File: config.mk
export PLATFORM = sky130hd
export DESIGN_NAME = pid_encoder_drive_controller
export DESIGN_NICKNAME = d
export VERILOG_FILES = /design/src/pedc_pkg.sv /design/src/pid_encoder_drive_controller.sv
export SDC_FILE = /design/constraint.sdc
export NUM_CORES = 2
export LEC_CHECK = 0
export ABC_AREA = 1
export BUFFER_PORTS_ARGS = -buffer_cell sky130_fd_sc_hd__clkbuf_2
export CORE_ASPECT_RATIO = 1.2
export CORE_MARGIN = 3
export CORE_UTILIZATION = 50
export DETAILED_ROUTE_END_ITERATION = 8
export MAX_ROUTING_LAYER = met4
export PLACE_DENSITY_LB_ADDON = 0.1
export SYNTH_ARGS = -nofsm -noshare
export SYNTH_HDL_FRONTEND = slang
export SYNTH_SLANG_ARGS = --single-unit
export TNS_END_PERCENT = 20
File: constraint.sdc
create_clock -name clk -period 12.8 [get_ports clk]
set_input_delay 0.64 -clock clk [delete_from_list [all_inputs] [get_ports clk]]
set_output_delay 0.64 -clock clk [all_outputs]
set_load 0.05 [all_outputs]
File: src/pedc_pkg.sv
`timescale 1ns / 1ps
// ----------------------------------------------------------------------------
// pedc_pkg
// Shared types and constants for the encoder drive PID controller.
// ----------------------------------------------------------------------------
package pedc_pkg;

  localparam int COUNT_WIDTH_DEF = 32;

  // accumulator / multiplicand and multiplier widths of the shared shift-add unit, integral and error widths
  localparam int ACC_W  = 82;
  localparam int MPL_W  = 21;
  localparam int INT_W  = 48;
  localparam int ERR_W  = 34;

  // register indexes on the configuration port
  localparam logic [2:0] REG_TARGET = 3'd0;
  localparam logic [2:0] REG_GAIN_P = 3'd1;
  localparam logic [2:0] REG_GAIN_I = 3'd2;
  localparam logic [2:0] REG_GAIN_D = 3'd3;
  localparam logic [2:0] REG_ROTATE = 3'd4;
  localparam logic [2:0] REG_MARGIN = 3'd5;

  localparam logic [7:0] MARGIN_RST = 8'd3;
  localparam logic [7:0] OUT_LIMIT  = 8'd254;

  // multiplier operand lengths (bits iterated, sign bit included)
  localparam logic [4:0] LEN_GAIN = 5'd16;
  localparam logic [4:0] LEN_MS   = 5'd17;
  localparam logic [4:0] LEN_K1   = 5'd11;
  localparam logic [4:0] LEN_K2   = 5'd21;

  localparam logic [MPL_W-1:0] K_THOUSAND = 21'd1000;
  localparam logic [MPL_W-1:0] K_MILLION  = 21'd1000000;

  localparam logic signed [INT_W+2:0] INT_MAX = 51'sh0_7FFF_FFFF_FFFF;
  localparam logic signed [INT_W+2:0] INT_MIN = -51'sh0_7FFF_FFFF_FFFF - 51'sd1;

  typedef enum logic [3:0] {
    ST_IDLE, ST_MEAS, ST_ERR, ST_CHK, ST_IMUL, ST_ISUM,
    ST_GD, ST_K2, ST_GP, ST_K1, ST_GI, ST_TM,
    ST_NABS, ST_DCHK, ST_DIV, ST_FIN
  } state_t;

endpackage

File: src/pid_encoder_drive_controller.sv
`timescale 1ns / 1ps
// ----------------------------------------------------------------------------
// pid_encoder_drive_controller
// PID position loop for a two-motor encoder drive, one shared shift-add unit.
// ----------------------------------------------------------------------------
//  channel | dir | fields
//  in_     | in  | tdata: count_a, count_b, elapsed_ms; tuser: restart
//  out_    | out | tdata: pwm_a, dir_a_fwd, dir_a_rev, pwm_b, dir_b_one,
//          |     |        dir_b_two, done_res
//  cfg_    | in  | write enable, register index, 16-bit data
//
//  A computed tick puts seven products of 11 to 21 bits through one bit-serial
//  multiply-accumulate unit (one bit a cycle), then a 9-step restoring divide
//  unless the quotient saturates. A sign reversal skips the integral product.
//  Zero elapsed time ends after the integral update, a tick within the margin
//  at the margin check, and a tick with done latched straight from idle.
//  in_tready is high only in idle; one finished item waits in the output
//  register while the next is accepted, and a second finished item holds the
//  sequencer until the output register frees. Reset is synchronous.
// ----------------------------------------------------------------------------
module pid_encoder_drive_controller #(
  parameter int COUNT_WIDTH = pedc_pkg::COUNT_WIDTH_DEF
) (
  input  logic        clk,
  input  logic        rst_n,
  input  logic        in_tvalid,
  output logic        in_tready,
  input  logic [79:0] in_tdata,   // count_a[31:0], count_b[63:32], elapsed_ms[79:64]
  input  logic        in_tuser,   // restart
  output logic        out_tvalid,
  input  logic        out_tready,
  output logic [23:0] out_tdata,  // pwm_a, dir_a_fwd, dir_a_rev, pwm_b, dir_b_one,
                                  // dir_b_two, done_res, zero pad
  input  logic        cfg_we,
  input  logic [2:0]  cfg_index,
  input  logic [15:0] cfg_wdata
);
  import pedc_pkg::*;

  localparam int SH = 32 - COUNT_WIDTH;

  state_t state_r, state_nxt;

  logic signed [15:0] target_r, gp_r, gi_r, gd_r;
  logic               rot_r;
  logic [7:0]         margin_r;

  logic signed [31:0]      a_r, a_nxt, b_r, b_nxt;
  logic [15:0]             ms_r, ms_nxt;
  logic signed [ERR_W-1:0] meas_r, meas_nxt, e_r, e_nxt, pe_r, pe_nxt;
  logic signed [INT_W-1:0] integ_r, integ_nxt;
  logic                    fin_r, fin_nxt;

  logic signed [ACC_W-1:0] acc_r, acc_nxt, mcand_r, mcand_nxt, hold_r, hold_nxt;
  logic signed [MPL_W-1:0] mplier_r, mplier_nxt;
  logic [4:0]              cnt_r, cnt_nxt, len_r, len_nxt;

  logic [ACC_W-1:0] nmag_r, nmag_nxt;
  logic             nneg_r, nneg_nxt;
  logic [25:0]      den_r, den_nxt;
  logic [34:0]      rem_r, rem_nxt, dv_r, dv_nxt;
  logic [8:0]       q_r, q_nxt;
  logic [3:0]       dcnt_r, dcnt_nxt;

  logic [7:0] res_mag_r, res_mag_nxt;
  logic       res_neg_r, res_neg_nxt, res_done_r, res_done_nxt;
  logic       out_valid_r, out_valid_nxt;
  logic [23:0] out_data_r, out_data_nxt;

  // combinational helpers
  logic signed [31:0]      a_in, b_in;
  logic signed [32:0]      sum_ab, sum_adj, diff_ab;
  logic [32:0]             absdiff;
  logic [ERR_W-1:0]        e_mag;
  logic                    reversal;
  logic signed [ERR_W:0]   de;
  logic signed [INT_W+2:0] isum;
  logic signed [ACC_W-1:0] addend, acc_step;
  logic                    mac_last;
  logic                    a_neg, nz;

  assign a_in = $signed(in_tdata[31:0] << SH) >>> SH;
  assign b_in = $signed(in_tdata[63:32] << SH) >>> SH;

  assign sum_ab  = {a_r[31], a_r} + {b_r[31], b_r};
  assign sum_adj = sum_ab + {32'b0, sum_ab[32]};
  assign diff_ab = {a_r[31], a_r} - {b_r[31], b_r};
  assign absdiff = diff_ab[32] ? 33'(-diff_ab) : 33'(diff_ab);

  assign e_mag    = e_r[ERR_W-1] ? ERR_W'(-e_r) : ERR_W'(e_r);
  assign reversal = (e_r < 0 && pe_r > 0) || (e_r > 0 && pe_r < 0);
  assign de       = {e_r[ERR_W-1], e_r} - {pe_r[ERR_W-1], pe_r};
  assign isum     = {{3{integ_r[INT_W-1]}}, integ_r} + acc_r[INT_W+2:0];

  // shared bit-serial multiply-accumulate step (sign bit weighs negative)
  assign addend   = mplier_r[0] ? mcand_r : '0;
  assign mac_last = (cnt_r == len_r - 5'd1);
  assign acc_step = mac_last ? acc_r - addend : acc_r + addend;

  // configuration registers
  always_ff @(posedge clk) begin
    if (!rst_n) begin
      target_r <= '0;
      gp_r     <= '0;
      gi_r     <= '0;
      gd_r     <= '0;
      rot_r    <= 1'b0;
      margin_r <= MARGIN_RST;
    end else if (cfg_we) begin
      unique case (cfg_index)
        REG_TARGET: target_r <= cfg_wdata;
        REG_GAIN_P: gp_r     <= cfg_wdata;
        REG_GAIN_I: gi_r     <= cfg_wdata;
        REG_GAIN_D: gd_r     <= cfg_wdata;
        REG_ROTATE: rot_r    <= cfg_wdata[0];
        REG_MARGIN: margin_r <= cfg_wdata[7:0];
        default: ;
      endcase
    end
  end

  // state and datapath registers
  always_ff @(posedge clk) begin
    if (!rst_n) begin
      state_r     <= ST_IDLE;
      out_valid_r <= 1'b0;
      fin_r       <= 1'b0;
      integ_r     <= '0;
      pe_r        <= '0;
      nneg_r      <= 1'b0;
    end else begin
      state_r     <= state_nxt;
      out_valid_r <= out_valid_nxt;
      fin_r       <= fin_nxt;
      integ_r     <= integ_nxt;
      pe_r        <= pe_nxt;
      nneg_r      <= nneg_nxt;
    end
    a_r        <= a_nxt;
    b_r        <= b_nxt;
    ms_r       <= ms_nxt;
    meas_r     <= meas_nxt;
    e_r        <= e_nxt;
    acc_r      <= acc_nxt;
    mcand_r    <= mcand_nxt;
    hold_r     <= hold_nxt;
    mplier_r   <= mplier_nxt;
    cnt_r      <= cnt_nxt;
    len_r      <= len_nxt;
    nmag_r     <= nmag_nxt;
    den_r      <= den_nxt;
    rem_r      <= rem_nxt;
    dv_r       <= dv_nxt;
    q_r        <= q_nxt;
    dcnt_r     <= dcnt_nxt;
    res_mag_r  <= res_mag_nxt;
    res_neg_r  <= res_neg_nxt;
    res_done_r <= res_done_nxt;
    out_data_r <= out_data_nxt;
  end

  // output mapping of the finished command
  assign nz    = (res_mag_r != 8'd0);
  assign a_neg = rot_r ? ~res_neg_r : res_neg_r;

  // sequencer: next state and datapath
  always_comb begin
    state_nxt     = state_r;
    a_nxt         = a_r;
    b_nxt         = b_r;
    ms_nxt        = ms_r;
    meas_nxt      = meas_r;
    e_nxt         = e_r;
    pe_nxt        = pe_r;
    integ_nxt     = integ_r;
    fin_nxt       = fin_r;
    acc_nxt       = acc_r;
    mcand_nxt     = mcand_r;
    hold_nxt      = hold_r;
    mplier_nxt    = mplier_r;
    cnt_nxt       = cnt_r;
    len_nxt       = len_r;
    nmag_nxt      = nmag_r;
    nneg_nxt      = nneg_r;
    den_nxt       = den_r;
    rem_nxt       = rem_r;
    dv_nxt        = dv_r;
    q_nxt         = q_r;
    dcnt_nxt      = dcnt_r;
    res_mag_nxt   = res_mag_r;
    res_neg_nxt   = res_neg_r;
    res_done_nxt  = res_done_r;
    out_data_nxt  = out_data_r;
    out_valid_nxt = out_valid_r && !out_tready;

    // running multiply step, overridden below when an operation ends
    if (state_r == ST_IMUL || state_r == ST_GD || state_r == ST_K2 ||
        state_r == ST_GP || state_r == ST_K1 || state_r == ST_GI ||
        state_r == ST_TM) begin
      acc_nxt    = acc_step;
      mcand_nxt  = mcand_r <<< 1;
      mplier_nxt = mplier_r >>> 1;
      cnt_nxt    = cnt_r + 5'd1;
    end

    unique case (state_r)
      ST_IDLE: begin
        if (in_tvalid) begin
          a_nxt  = a_in;
          b_nxt  = b_in;
          ms_nxt = in_tdata[79:64];
          if (in_tuser) begin
            integ_nxt = '0;
            pe_nxt    = '0;
          end
          fin_nxt = fin_r && !in_tuser;
          if (fin_r && !in_tuser) begin
            res_mag_nxt  = 8'd0;
            res_neg_nxt  = 1'b0;
            res_done_nxt = 1'b1;
            state_nxt    = ST_FIN;
            q_nxt        = 9'd0;
          end else begin
            state_nxt = ST_MEAS;
          end
        end
      end

      ST_MEAS: begin
        meas_nxt  = rot_r ? $signed({1'b0, absdiff})
                          : $signed({{2{sum_adj[32]}}, sum_adj[32:1]});
        state_nxt = ST_ERR;
      end

      ST_ERR: begin
        e_nxt     = meas_r - {{(ERR_W-16){target_r[15]}}, target_r};
        state_nxt = ST_CHK;
      end

      ST_CHK: begin
        if (e_mag <= {{(ERR_W-8){1'b0}}, margin_r}) begin
          fin_nxt      = 1'b1;
          res_done_nxt = 1'b1;
          q_nxt        = 9'd0;
          state_nxt    = ST_FIN;
        end else if (reversal) begin
          integ_nxt = '0;
          state_nxt = ST_ISUM;
          acc_nxt   = '0;
        end else begin
          acc_nxt    = '0;
          mcand_nxt  = {{(ACC_W-ERR_W){e_r[ERR_W-1]}}, e_r};
          mplier_nxt = $signed({5'b0, ms_r});
          cnt_nxt    = '0;
          len_nxt    = LEN_MS;
          state_nxt  = ST_IMUL;
        end
      end

      ST_IMUL: begin
        if (mac_last) state_nxt = ST_ISUM;
      end

      // saturating integral update (after a reversal acc is zero, integ zero)
      ST_ISUM: begin
        if (isum > INT_MAX)      integ_nxt = INT_MAX[INT_W-1:0];
        else if (isum < INT_MIN) integ_nxt = INT_MIN[INT_W-1:0];
        else                     integ_nxt = isum[INT_W-1:0];
        if (ms_r == 16'd0) begin
          res_done_nxt = 1'b0;
          q_nxt        = 9'd0;
          state_nxt    = ST_FIN;
        end else begin
          acc_nxt    = '0;
          mcand_nxt  = {{(ACC_W-ERR_W-1){de[ERR_W]}}, de};
          mplier_nxt = $signed({{(MPL_W-16){gd_r[15]}}, gd_r});
          cnt_nxt    = '0;
          len_nxt    = LEN_GAIN;
          state_nxt  = ST_GD;
        end
      end

      ST_GD: begin
        if (mac_last) begin
          mcand_nxt  = acc_step;
          acc_nxt    = '0;
          mplier_nxt = K_MILLION;
          cnt_nxt    = '0;
          len_nxt    = LEN_K2;
          state_nxt  = ST_K2;
        end
      end

      ST_K2: begin
        if (mac_last) begin
          hold_nxt   = acc_step;
          acc_nxt    = '0;
          mcand_nxt  = {{(ACC_W-ERR_W){e_r[ERR_W-1]}}, e_r};
          mplier_nxt = $signed({{(MPL_W-16){gp_r[15]}}, gp_r});
          cnt_nxt    = '0;
          len_nxt    = LEN_GAIN;
          state_nxt  = ST_GP;
        end
      end

      ST_GP: begin
        if (mac_last) begin
          mcand_nxt  = acc_step;
          acc_nxt    = '0;
          mplier_nxt = K_THOUSAND;
          cnt_nxt    = '0;
          len_nxt    = LEN_K1;
          state_nxt  = ST_K1;
        end
      end

      ST_K1: begin
        if (mac_last) begin
          acc_nxt    = acc_step;
          mcand_nxt  = {{(ACC_W-INT_W){integ_r[INT_W-1]}}, integ_r};
          mplier_nxt = $signed({{(MPL_W-16){gi_r[15]}}, gi_r});
          cnt_nxt    = '0;
          len_nxt    = LEN_GAIN;
          state_nxt  = ST_GI;
        end
      end

      ST_GI: begin
        if (mac_last) begin
          mcand_nxt  = acc_step;
          acc_nxt    = hold_r;
          mplier_nxt = $signed({5'b0, ms_r});
          cnt_nxt    = '0;
          len_nxt    = LEN_MS;
          state_nxt  = ST_TM;
        end
      end

      ST_TM: begin
        if (mac_last) state_nxt = ST_NABS;
      end

      // numerator magnitude and divisor ms*1000
      ST_NABS: begin
        nmag_nxt  = acc_r[ACC_W-1] ? ACC_W'(-acc_r) : ACC_W'(acc_r);
        nneg_nxt  = acc_r[ACC_W-1];
        den_nxt   = {ms_r, 10'b0} - {6'b0, ms_r, 4'b0} - {7'b0, ms_r, 3'b0};
        pe_nxt    = e_r;
        state_nxt = ST_DCHK;
      end

      ST_DCHK: begin
        res_done_nxt = 1'b0;
        if (nmag_r >= {{(ACC_W-35){1'b0}}, den_r, 9'b0}) begin
          q_nxt     = 9'h1FF;
          state_nxt = ST_FIN;
        end else begin
          rem_nxt   = nmag_r[34:0];
          dv_nxt    = {1'b0, den_r, 8'b0};
          q_nxt     = 9'd0;
          dcnt_nxt  = 4'd0;
          state_nxt = ST_DIV;
        end
      end

      // restoring divide, one quotient bit a cycle
      ST_DIV: begin
        if (rem_r >= dv_r) begin
          rem_nxt = rem_r - dv_r;
          q_nxt   = {q_r[7:0], 1'b1};
        end else begin
          q_nxt   = {q_r[7:0], 1'b0};
        end
        dv_nxt   = dv_r >> 1;
        dcnt_nxt = dcnt_r + 4'd1;
        if (dcnt_r == 4'd8) state_nxt = ST_FIN;
      end

      // clamp, then hand over to the output register when it is free
      ST_FIN: begin
        res_mag_nxt = (q_r > {1'b0, OUT_LIMIT}) ? OUT_LIMIT : q_r[7:0];
        res_neg_nxt = nneg_r;
        if (res_done_r || q_r == 9'd0) res_mag_nxt = 8'd0;
        if (res_mag_r == res_mag_nxt && res_neg_r == res_neg_nxt &&
            (!out_valid_r || out_tready)) begin
          out_data_nxt  = {3'b0, res_done_r,
                           nz & ~res_neg_r, nz & res_neg_r, res_mag_r,
                           nz & a_neg, nz & ~a_neg, res_mag_r};
          out_valid_nxt = 1'b1;
          state_nxt     = ST_IDLE;
        end
      end

      default: state_nxt = ST_IDLE;
    endcase
  end

  assign in_tready  = (state_r == ST_IDLE);
  assign out_tvalid = out_valid_r;
  assign out_tdata  = out_data_r;

endmodule
Yosys cells after proc, flatten, opt, wreduce, memory -nomap -nowiden
Index checks and enable logic that the tools add are counted.
{ "op_classes": {"n_addsub": 17, "magnitude_cmp": 10, "n_eq_ne": 45, "muxes": 104, "n_bitwise": 6, "n_reduce_logical": 54} }
{ "ops": {"columns": ["cell", "count"], "rows": [
  ["2-to-1 mux 82 bit", 15],
  ["one-hot mux 82 bit (5 select lines)", 2],
  ["2-to-1 mux 48 bit", 6],
  ["2-to-1 mux 21 bit", 8],
  ["one-hot mux 21 bit (7 select lines)", 1],
  ["one-hot mux 48 bit (3 select lines)", 1],
  ["one-hot mux 35 bit (2 select lines)", 2],
  ["2-to-1 mux 35 bit", 3],
  ["2-to-1 mux 34 bit", 3],
  ["adder 82 bit", 1],
  [">= comparator 82 x 35 -> 1 bit", 1],
  ["negation 82 bit", 1],
  ["subtractor 82 bit", 1],
  ["2-to-1 mux 81 bit", 1],
  ["> comparator 34 x 1 -> 1 bit, second input constant", 2],
  ["less-than comparator 34 x 1 -> 1 bit, second input constant", 2],
  ["one-hot mux 34 bit (2 select lines)", 1],
  ["2-to-1 mux 33 bit", 2],
  ["one-hot mux 4 bit (16 select lines)", 1],
  ["2-to-1 mux 5 bit", 12],
  ["2-to-1 mux 4 bit", 14],
  ["adder 51 bit", 1],
  ["> comparator 51 x 48 -> 1 bit, second input constant", 1],
  ["less-than comparator 51 x 48 -> 1 bit, second input constant", 1],
  ["62 further kinds", 153]
]} }
{ "totals": {"ff_bits": 809, "inputBits": 105, "word_cells": 271} }

Longest topological paths before layout
{ "logic_depth": {"word_depth": 11, "mapped_depth": 35, "depth_no_buf": 34} }

Worst setup path after synthesis
OpenSTA, ideal clock, no wires.
{ "synth_timing": {"path_type": "reg2reg", "start": "register state_r[0]", "end": "register a_r[0] (enable)", "arrival_time_ns": 4.881, "slack_ns": 7.400, "stages_incl_launch_ff": 6, "path_buffers": 0, "cell_sequence": "dfxtp_1 > nor2_1 > inv_1 > nor2_1 > inv_1 > nor2_1"} }
{ "synth_via": {"elab_chain_cells": 2} }
{ "synth_rtl": {"columns": ["element", "line", "text"], "rows": [
  ["from (decl)", "pid_encoder_drive_controller.sv:42", "state_t state_r, state_nxt;"],
  ["from (signal assigned)", "pid_encoder_drive_controller.sv:132", "state_r <= state_nxt;"],
  ["zero test 4 bit", null, null],
  ["named net in_tready", "pid_encoder_drive_controller.sv:27", "output logic in_tready,"],
  ["AND reduction 2 bit (no source line)", null, null],
  ["to (signal assigned)", "pid_encoder_drive_controller.sv:139", "a_r <= a_nxt;"],
  ["to (decl)", "pid_encoder_drive_controller.sv:48", "logic signed [31:0] a_r, a_nxt, b_r, b_nxt;"]
]} }
The timed path passes the listed nets, and every way through them passes these cells.
A chain may end at the register's enable or synchronous reset.

Worst setup path in the final report
{ "layout_timing": {"start": "register len_r[0]", "end": "register mcand_r[74]"} }
{ "layout_via": {"elab_chain_cells": 5, "elab_cells_between_ends": 7, "classes_between": "add/sub (1); eq/ne (1); mux (5)"} }
{ "layout_rtl": {"columns": ["element", "line", "text"], "rows": [
  ["from (decl)", "pid_encoder_drive_controller.sv:56", "logic [4:0] cnt_r, cnt_nxt, len_r, len_nxt;"],
  ["from (signal assigned)", "pid_encoder_drive_controller.sv:149", "len_r <= len_nxt;"],
  ["subtractor 5 x 1 -> 5 bit (*)", "pid_encoder_drive_controller.sv:97", "assign mac_last = (cnt_r == len_r - 5'd1);"],
  ["equality test 5 bit (*)", "pid_encoder_drive_controller.sv:97", null],
  ["2-to-1 mux 82 bit", "pid_encoder_drive_controller.sv:98", "assign acc_step = mac_last ? acc_r - addend : acc_r + addend;"],
  ["2-to-1 mux 82 bit", "pid_encoder_drive_controller.sv:284, pid_encoder_drive_controller.sv:307, pid_encoder_drive_controller.sv:329", null],
  ["one-hot mux 82 bit (5 select lines) (*)", "pid_encoder_drive_controller.sv:206", "unique case (state_r)"],
  ["named net mcand_nxt[74]", "pid_encoder_drive_controller.sv:54", "logic signed [ACC_W-1:0] acc_r, acc_nxt, mcand_r, mcand_nxt, hold_r, hold_nxt;"],
  ["to (signal assigned)", "pid_encoder_drive_controller.sv:145", "mcand_r <= mcand_nxt;"],
  ["to (decl)", "pid_encoder_drive_controller.sv:54", null]
]} }
Mark *: on every way through the listed nets, which the timed path passes. The rest lies on a longest branch.

==> flow_summary_export.csv <==
group,metric,value,unit
floorplanning,floorplan.rows,149,
clock_network,cts_inserted_buffers,92,
synthesis,synth_area_per_cell,6.283,sq um
detailed_routing,dr_total_vias,77770,
synthesis,yosysMostFrequentCell,"nand2_1",
critical_path,worst_setup_path_end_kind,"register",
global_routing,grt_pass1_wl,456500,microns
timing,final-setup-viol-count,0,
place,place.gp.congestion,1.120,
place,portBuffers,127,
final_layout,drive_gt1_frac,0.04305,
clock_network,postCtsHoldBufs,0,
detailed_routing,drtPass1Iterations,7,
timing,drv_slew,0,
pwr,powerDensity,249.8,nW/um^2
timing,fin_crit,7.337,ns
detailed_routing,wl_per_cell,24.32,microns
global_routing,grt_max_degree,174,
clock_network,clk_latency,0.76,ns
synthesis,synth_common_cells,"3,314 x nand2_1, 1,418 x inv_1, 1,204 x nor2_1",
global_routing,gr-total-overflow,0,
critical_path,worstPathRequired,13.42,ns
final_layout,nFillCells,14050,
worst_hold_path,min_path_type,"in -> reg",
synthesis,synth_top_area_share,0.1912,
critical_path,path_max_fanout,63,
job,drv_cap,0,
detailed_routing,ant_nets,0,
critical_path,cp_slowest_cell,"buf_4",
clock_network,htreeDepth,3,
critical_path,path_buf_inv,5,
pwr,p_total,18.80,mW
place,dp_hpwl,246000,microns
floorplanning,dieArea,144300,sq um
clock_network,clkSinkCount,796,
detailed_routing,drtIter0Drc,10200,
critical_path,startpoint_type,"register",
critical_path,cp_common_cell,"nand2_1",
synthesis,synth_edf_count,445,
clock_network,clockBufferDepth,3,
synthesis,synthesis.area,69890,sq um
global_routing,antenna_found_initial,18,
pwr,vdd_drop_max,0.1650,mV
clock_network,cts_resized,0,
pwr,p_int,8.401,mW
timing,hold_viol_final,0,
synthesis,synth-main-ff-cell,"edfxtp_1",
synthesis,ys_seq_elements,796,
clock_network,cts_setup_buffers,0,
synthesis,synth_cell_types,65,
synthesis,synth_warnings,0,
floorplanning,core_area,138100,sq um
critical_path,crit_family,"simple AND/OR/NAND/NOR gates",
final_layout,final_util,0.5448,
critical_path,crit_type,"reg -> reg",
global_routing,grt_use_total,0.4316,
critical_path,cp.arrival,7.95,ns
outcome,outcome,"finished, final reports clean",
floorplanning,io_pins,131,
detailed_routing,viasPerCell,6.016,
timing,slew_headroom,0.02592,
final_layout,nets,11510,
synthesis,netlist_top_cells_area,"edfxtp_1 19%, nand2_1 18%, dfxtp_1 10%",
critical_path,cpPeakStageDelay,0.72,ns
global_routing,grt_pass1_vias,71880,
floorplanning,die_x,347.3,microns
timing,fin_crit_sh,0.5732,
pwr,pwr-share-clk,0.161,
pwr,p_seq_frac,0.227,
floorplanning,die_y,415.6,microns
timing,clock.fmax,136.3,MHz
timing,fin_tns_setup,0,ns
final_layout,syn_to_final_growth,7.684,%
synthesis,seq_area_frac_synth,0.2917,
detailed_routing,drc,0,
clock_network,clkSlewWorstSetupHoldPaths,0.07,ns
pwr,netSwitchingPower,10.40,mW
clock_network,root_buffer,"clkbuf_16",
clock_network,cts_tree,"built",
floorplanning,initial_core_util,0.5059,
timing,finalClockSkew,0.03583,ns
timing,rsz0062_at_grt,"false",
pwr,swShare,0.5532,
synthesis,synth-async-reset-ratio,0,
pwr,power_frac_comb,0.612,
pwr,p_leak,35.18,nW
synthesis,synth_cells,11120,
detailed_routing,drt_wl_total,314500,microns
synthesis,yosysTopAreaCell,"edfxtp_1",
timing,worstMarginPinSlew,1.446,ns
worst paths after layout:
check / startpoint / to / slack (ns) / depth (start not counted)
max: len_r[0] / mcand_r[74] / 5.46 / 27
min: in_tdata[63] / b_r[31] / 0.07 / 1
max reg2reg: len_r[0] / mcand_r[74] / 5.46 / 27
min reg2reg: gd_r[0] / gd_r[0] / 0.45 / 2
worst register-to-register path: cells and delay by family, from the launching register on:
kind / cells / cell delay, ns
buffers and inverters: 5 / 1.79
AO/OA/AOI/OAI: 2 / 0.51
adder cells (fa/ha/maj): 2 / 0.63
XOR/XNOR: 2 / 0.43
flip-flops: 1 / 0.41
AND/OR/NAND/NOR: 16 / 3.44
layout by cell type (no fill, tap or decap), types with 99 or more instances in the layout:
cell,netlist,final
nor2_1,1204,1193
nor3_1,101,99
inv_1,1418,1413
o21ai_0,961,959
nand2_1,3314,3312
a21oi_1,622,621
nand4_1,160,160
nand3_1,913,912
xor2_1,263,263
dfxtp_1,351,349
edfxtp_1,445,445
ha_1,369,369
clkbuf_2,0,127
per-layer routing:
layer	share of wire	up-vias	track usage
met5	0	-	-
met4	0.079	0	0.2833
met3	0.11	1017	0.09599
met2	0.43	4619	0.6495
met1	0.38	36020	0.5195
li1	-	36110	-
cell families after synthesis:
kind of cell,after synthesis,synth area share
multiplexers,2,0.0002865
buffers and inverters,1834,0.1012
AND/OR/NAND/NOR,5854,0.3453
AO/OA/AOI/OAI,1891,0.1454
adder cells (fa/ha/maj),385,0.07064
XOR/XNOR,361,0.04535
flip-flops,796,0.2917
other,1,0.00005366
power groups by stage:
stage	sequential, mW	clock (mW)	combinational (mW)
finish	4.27	3.03	11.5
global route	4.27	3.14	12.4
CTS	4.21	3.04	11.1
detailed placement	4.26	0	11.0
global placement	4.26	0	10.9
floorplan	3.87	0	7.50
per-stage QoR:
stage	cell area, sq um	hold WS, ns	std cells	setup WS, ns
after CTS	75230	0.01990	12920	5.796
final	75260	0.06526	12930	5.463
after global placement	71850	0.4340	12740	5.685
after global routing	75250	0.06272	12930	5.257
after detailed placement	71850	0.4391	12740	5.816
after floorplan	69900	0.4238	11130	7.400
sequential cells by signal (all words and copies together) (netlist names), 23 cells and up:
register,count
a_r,32
pe_r,34
dv_r,34
integ_r,48
rem_r,35
b_r,32
mcand_r,82
hold_r,82
e_r,34
acc_r,82
meas_r,34
den_r,23
nmag_r,82
area by class of cell:
type,count,area [sq um],share of cell area
well taps,1812,2267,0.03013
clock inverters,66,883.3,0.01174
repair buffers,199,1201,0.01596
clock buffers,107,2495,0.03315
multi-input cells,8496,42570,0.5657
inverters,1439,5414,0.07194
flip-flops and latches,796,20390,0.2710
diodes,13,32.53,0.0004323
Note: power is estimated with default switching activity, not from simulation.
